$ cat src/sv/assert_macros.svh
// assertion macros used by the rtl top level
`ifndef ASSERT_MACROS_SVH
`define ASSERT_MACROS_SVH
`ifndef ASSERT_OFF
`define ASSERT_HOLDS(lbl, clk, rst, prop, msg) \
  lbl: assert property (@(posedge clk) disable iff (rst) (prop)) else $error(msg);
`define ASSERT_NEXT(lbl, clk, rst, pre, post, msg) \
  lbl: assert property (@(posedge clk) disable iff (rst) (pre) |=> (post)) else $error(msg);
`else
`define ASSERT_HOLDS(lbl, clk, rst, prop, msg)
`define ASSERT_NEXT(lbl, clk, rst, pre, post, msg)
`endif
`endif

$ cat src/sv/hpf4_pkg.sv
// constants and register codes for the fourth-order high-pass filter
package hpf4_pkg;

  localparam int COEF_W    = 32;
  localparam int NUM_COEF  = 7;
  localparam int CFG_IDX_W = 3;
  localparam int ACC_W     = 64;
  localparam int FRAC_BITS = 27;
  localparam int HIST_FRAC = 8;

  localparam logic [CFG_IDX_W-1:0] REG_A0 = 3'd0;
  localparam logic [CFG_IDX_W-1:0] REG_A1 = 3'd1;
  localparam logic [CFG_IDX_W-1:0] REG_A2 = 3'd2;
  localparam logic [CFG_IDX_W-1:0] REG_B1 = 3'd3;
  localparam logic [CFG_IDX_W-1:0] REG_B2 = 3'd4;
  localparam logic [CFG_IDX_W-1:0] REG_B3 = 3'd5;
  localparam logic [CFG_IDX_W-1:0] REG_B4 = 3'd6;

  localparam logic CMD_FILTER = 1'b0;
  localparam logic CMD_CLEAR  = 1'b1;

endpackage

$ cat src/sv/hpf4_round.sv
// round half up and saturate of the fixed-point accumulator
module hpf4_round #(
  parameter int SHIFT = 27,
  parameter int OUT_W = 24
) (
  input  logic signed [hpf4_pkg::ACC_W-1:0] acc,
  output logic signed [OUT_W-1:0]           res
);

  localparam int AW = hpf4_pkg::ACC_W;
  localparam logic signed [AW-1:0] HALF = AW'(64'd1 << (SHIFT - 1));
  localparam logic signed [AW-1:0] MAXV = AW'((64'd1 << (OUT_W - 1)) - 64'd1);
  localparam logic signed [AW-1:0] MINV = ~MAXV;

  logic signed [AW-1:0] biased;
  logic signed [AW-1:0] shifted;

  assign biased  = acc + HALF;
  assign shifted = biased >>> SHIFT;

  always_comb begin
    if (shifted > MAXV) begin
      res = MAXV[OUT_W-1:0];
    end else if (shifted < MINV) begin
      res = MINV[OUT_W-1:0];
    end else begin
      res = shifted[OUT_W-1:0];
    end
  end

endmodule

$ cat config.mk
export PLATFORM = sky130hd
export DESIGN_NAME = hpf4_round
export DESIGN_NICKNAME = d
export VERILOG_FILES = /design/src/sv/assert_macros.svh /design/src/sv/hpf4_pkg.sv /design/src/sv/hpf4_round.sv
export SDC_FILE = /design/constraint.sdc
export NUM_CORES = 1
export LEC_CHECK = 0
export BUFFER_PORTS_ARGS = -buffer_cell sky130_fd_sc_hd__buf_2
export CAP_MARGIN = 0
export CORE_ASPECT_RATIO = 1.5
export CORE_UTILIZATION = 38
export DETAILED_ROUTE_END_ITERATION = 16
export PLACE_DENSITY = 0.81
export SETUP_SLACK_MARGIN = 0.1
export SLEW_MARGIN = 10
export SYNTH_ARGS = -nofsm -noshare
export SYNTH_HDL_FRONTEND = slang
export SYNTH_SLANG_ARGS = --single-unit
$ cat constraint.sdc
create_clock -name vclk -period 3.78
set_input_delay 0.945 -clock vclk [all_inputs]
set_output_delay 0.945 -clock vclk [all_outputs]
set_load 0.01 [all_outputs]
==> results of run 1 <==
layout make-up:
cell class                      count  area (um^2)
Tap cell                           37         46.3
Multi-Input combinational cell    144         1150
Inverter                            4         15.0
Fill cell                         179          549
Timing Repair Buffer              130          977
power by group through the flow:
| stage | logic (mW) | registers (mW) | clock network [mW] |
|---|---|---|---|
| 5_1_grt | 0.211 | 0 | 0 |
| 3_5_place_dp | 0.162 | 0 | 0 |
| 4_1_cts | 0.183 | 0 | 0 |
| 2_1_floorplan | 0.0700 | 0 | 0 |
| 6_report | 0.198 | 0 | 0 |
| 3_3_place_gp | 0.158 | 0 | 0 |
worst paths after layout:
check / from / end / depth (start not counted)
min: acc[48] / res[21] / 4
max: acc[45] / res[3] / 13
critical path: stages:
cell	delay, ps
buf_2	120
nand4_4	90
nor4_4	310
buf_6	170
buf_6	100
nand4b_1	190
mux2i_1	240
o21ai_1	90
a41o_2	290
buf_12	150
buf_12	130
o21ai_2	60
buf_2	160
cells by family (layout without fill, tap and decap cells):
group                      after synthesis  after routing  share of synthesized area, %
buffers and inverters                   12            134                          7.82
xor gates and xnor gates                31             31                          24.2
and+or+nand+nor                         77             77                          40.7
adders and majority gates                1              1                          1.12
muxes                                    1              1                         0.894
AOI/OAI and AO/OA                       34             34                          25.3
routing by layer:
metal / vias up / GRT usage (%) / share of wire [%]
li1: 829 / - / -
met1: 808 / 28.7 / 38
met2: 63 / 55.4 / 56
met3: 6 / 3.69 / 4.3
met4: 0 / 9.93 / 0.92
met5: - / 0 / 0
cells in the final DEF, fill, tap and decap left out, types with 2 or more instances in the layout:
cell type	instances
and4_1	2
and3_1	2
o21ai_2	21
nand4b_1	2
nand2_1	13
inv_1	4
nand3_1	12
nor2_1	13
nor2_4	2
nor3b_1	2
nand3_2	3
xnor2_1	14
xor2_1	16
buf_4	56
buf_2	54
o21ai_1	2
nor3_1	3
nor4_2	2
nand4_1	12
buf_12	3
buf_6	15
through the flow:
stage	cell area (um^2)	utilization (%)	std cells	TNS, ps	setup slack, ps
final	2180	79.9	315	-4260	-214
after global routing	2180	79.9	315	-6970	-336
after CTS	2070	75.8	309	-2310	-117
after detailed placement	1830	67.1	301	-4230	-218
after global placement	1830	67.1	301	-3040	-153
after floorplan	1120	-	156	0	167
timing repair:
item                       in CTS  in global routing
gates cloned                    1                  1
buffers inserted                7                  5
setup endpoints to repair      23                 23
gates resized for setup        29                 10
pin swaps                       7                  2
==> results.py, run 1 <==
metrics = {
    "setup_path": {
        "required_ps": 2830,
        "critPathKind": "in2out",
        "crit_fanout": 7,
        "critPathLaunchType": "input port",
        "worstPathArrival_ps": 3050,
        "crit_path_end_kind": "output pin",
    },
    "run_status": {
        "status": "complete, but fails checks",
        "violations": "setup timing",
    },
    "final_layout": {
        "area_delta_synth_final_pct": 95.1,
        "diodes": 0,
        "drive_above_1_share_pct": 61.5,
        "nNetsFinal": 345,
        "seq_area_um2": 0,
        "clock_buffers": 0,
        "nFlopsAndLatches": 0,
    },
    "detailed_routing": {
        "route.detailed.drc": 0,
        "drtAntennaViolNets": 0,
        "viasPerCell": 5.42,
        "wl_per_cell_um": 15.2,
        "num_vias": 1706,
        "drt-pass1-iter-count": 4,
        "wirelength_um": 4770,
        "drtIter0Drc": 41,
    },
    "place": {
        "numPortBuffers": 62,
        "hpwl_um": 3070,
        "gp_congestion": 0.877,
    },
    "power": {
        "switching_share_pct": 48.3,
        "switching_power_mw": 0.0953,
        "p_clk_share_pct": 0,
        "seqPwrFrac_pct": 0,
        "power.leakage_nw": 0.926,
        "power_mw": 0.198,
        "power.internal_mw": 0.102,
        "ir_drop_mv": 0.0659,
        "combinationalPowerShare_pct": 100.0,
        "power.density_nw_per_um2": 90.4,
    },
    "synth": {
        "syn_nets": 221,
        "synthDistinctLibCells": 40,
        "yosysTopAreaCell": "o21ai_2",
        "synthTopCellsByCount": "o21ai_2 (20), xor2_1 (17), nor2_1 (15), nand3_1 (14), xnor2_1 (14)",
        "ys_seq_area_share_pct": 0,
        "syn_area_um2": 1120,
        "synthTopCellsByArea": "o21ai_2 (16%), xor2_1 (13%), xnor2_1 (11%)",
        "synth.avg_cell_area_um2": 7.18,
        "ys_warn_count": 0,
        "synth_most_common_cell": "o21ai_2",
        "syn_inst": 156,
        "synth_top_area_share_pct": 15.6,
    },
    "grt": {
        "grt_pass1_wl_um": 6800,
        "grt_max_degree": 12,
        "grt_pass1_vias": 1659,
        "grt.overflow.total": 0,
        "antenna_found_initial": 0,
        "grt_use_total_pct": 28.4,
    },
    "sta": {
        "worst_pin_slew_ps": 300,
        "finalHoldViolations": 0,
        "fin_ws_ps": -214,
        "period_share_pct": 106,
        "slew_headroom_pct": 79.9,
        "rsz0062_at_grt": "true",
        "fmax_mhz": 250,
        "maxSlewViolCount": 0,
        "hold_ws_ps": 2260,
        "fin_crit_ps": 3990,
        "finalSetupViolCount": 23,
    },
    "worst_hold_path": {
        "min_path_type": "in2out",
    },
    "clocking": {
        "cts-hold-fix-buffers": 0,
    },
    "floorplan": {
        "die_area_um2": 3170,
        "fp.dieH_um": 68.5,
        "io_pins": 88,
        "die_x_um": 46.3,
        "core-area_um2": 2730,
        "core.rowCount": 23,
        "initial_utilization_pct": 41.0,
    },
    "run": {
        "cap_violations": 0,
    },
}
Note: power is estimated with default switching activity, not from simulation.
==> run 2: changes to the inputs <==
--- a/config.mk
+++ b/config.mk
@@ -10,6 +10,7 @@
 export CORE_ASPECT_RATIO = 1.5
 export CORE_UTILIZATION = 38
 export DETAILED_ROUTE_END_ITERATION = 16
+export MAX_ROUTING_LAYER = met4
 export PLACE_DENSITY = 0.81
 export SETUP_SLACK_MARGIN = 0.1
 export SLEW_MARGIN = 10
==> results.py, run 2 (synthesis gave the netlist of run 1 again) <==
metrics = {
    "power": {
        "power_mw": 0.197,
        "combinationalPowerShare_pct": 100.0,
        "ir_drop_mv": 0.0659,
        "power.density_nw_per_um2": 90.4,
        "p_clk_share_pct": 0,
        "power.leakage_nw": 0.926,
        "switching_power_mw": 0.0952,
        "seqPwrFrac_pct": 0,
        "switching_share_pct": 48.2,
        "power.internal_mw": 0.102,
    },
    "worst_hold_path": {
        "min_path_type": "in2out",
        "hold-path-cell-count": 4,
        "hold_start": "acc[48]",
        "holdPathEnd": "res[21]",
    },
    "detailed_routing": {
        "viasPerCell": 5.39,
        "wl_per_cell_um": 15.1,
        "num_vias": 1699,
        "wirelength_um": 4760,
        "route.detailed.drc": 0,
        "drtIter0Drc": 39,
        "drt-pass1-iter-count": 4,
        "drtAntennaViolNets": 0,
    },
    "final_layout": {
        "seq_area_um2": 0,
        "clock_buffers": 0,
        "area_delta_synth_final_pct": 95.1,
        "nNetsFinal": 345,
        "layout_common_cells": "buf_4 (56), buf_2 (54), o21ai_2 (21)",
        "drive_above_1_share_pct": 61.5,
        "diodes": 0,
        "layout_commonest_cell": "buf_4",
        "final_cell_area_um2": 2180,
        "nFlopsAndLatches": 0,
    },
    "sta": {
        "finalSetupViolCount": 23,
        "fmax_mhz": 250,
        "finalHoldViolations": 0,
        "period_share_pct": 106,
        "worst_pin_slew_ps": 307,
        "fin_ws_ps": -226,
        "rsz0062_at_grt": "true",
        "fin_crit_ps": 4010,
        "final.setup.tns_ps": -4610,
        "maxSlewViolCount": 0,
        "slew_headroom_pct": 79.4,
    },
    "run": {
        "cap_violations": 0,
    },
    "floorplan": {
        "io_pins": 88,
        "core.rowCount": 23,
        "core-area_um2": 2730,
        "initial_utilization_pct": 41.0,
        "fp.dieH_um": 68.5,
        "die_x_um": 46.3,
        "die_area_um2": 3170,
    },
    "run_status": {
        "violations": "setup timing",
        "status": "complete, but fails checks",
    },
    "grt": {
        "grt_max_degree": 12,
        "grt_use_total_pct": 29.1,
        "antenna_found_initial": 0,
        "grt.overflow.total": 0,
        "grt_pass1_vias": 1659,
        "grt_pass1_wl_um": 6800,
    },
    "setup_path": {
        "required_ps": 2830,
        "critPathKind": "in2out",
        "crit_path_end_kind": "output pin",
        "worstPathArrival_ps": 3060,
        "critPathLaunchType": "input port",
        "crit_fanout": 7,
    },
    "place": {
        "hpwl_um": 3070,
        "post_dp_cell_area_um2": 1830,
        "numPortBuffers": 62,
        "gp_congestion": 0.892,
        "place_ws_ps": -218,
    },
    "clocking": {
        "cts-hold-fix-buffers": 0,
    },
}
run 2: cell counts in the layout (fill, tap and decap cells not counted):
Identical to the previous run, type by type.
run 2: layer usage:
metal	wire length [um]	up-vias	GRT usage [%]
met1	1840	789	29.1
met3	198	8	3.17
met4	52	0	9.93
met5	0	-	-
li1	-	829	-
met2	2680	73	55.4
run 2: final cells by class:
cell class         instances  area [um^2]
fillers                  179          549
inverters                  4         15.0
multi-input cells        144         1150
well taps                 37         46.3
repair buffers           130          977
run 2: timing repair:
item / in CTS / in global routing
setup buffers: 7 / 5
pin swaps: 7 / 2
endpoints found under the setup margin: 23 / 23
gates cloned: 1 / 1
hold endpoints to repair: 0 / 0
gates resized for setup: 29 / 10
run 2: worst max-delay path: stages:
cell	delay, ps
buf_2	120
nand4_4	90
nor4_4	310
buf_6	170
buf_6	120
buf_6	90
nand4_1	120
a21oi_2	250
a2111oi_4	60
a41o_2	280
buf_12	150
buf_12	130
o21ai_2	60
buf_2	160
run 2: metrics by stage:
step / hold slack (ps) / util (%) / cells
after floorplan: 2000 / - / 156
after global placement: 2280 / 67.1 / 301
after detailed placement: 2290 / 67.1 / 301
after CTS: 2250 / 75.8 / 309
after global routing: 2300 / 79.9 / 315
final: 2260 / 79.9 / 315
run 2: power groups by stage:
| stage | registers, mW | clock network (mW) | logic [mW] |
|---|---|---|---|
| after floorplan | 0 | 0 | 0.0700 |
| after global placement | 0 | 0 | 0.158 |
| after detailed placement | 0 | 0 | 0.162 |
| after CTS | 0 | 0 | 0.183 |
| after global routing | 0 | 0 | 0.210 |
| final | 0 | 0 | 0.197 |
run 2: how the worst max path moves through the flow:
stage | slack [ps] | start | endpoint
floorplan | 170 | acc[26] | res[10]
global route | -330 | acc[36] | res[3]
detailed placement | -220 | acc[41] | res[5]
finish | -230 | acc[45] | res[3]
CTS | -120 | acc[38] | res[5]
global placement | -150 | acc[41] | res[22]
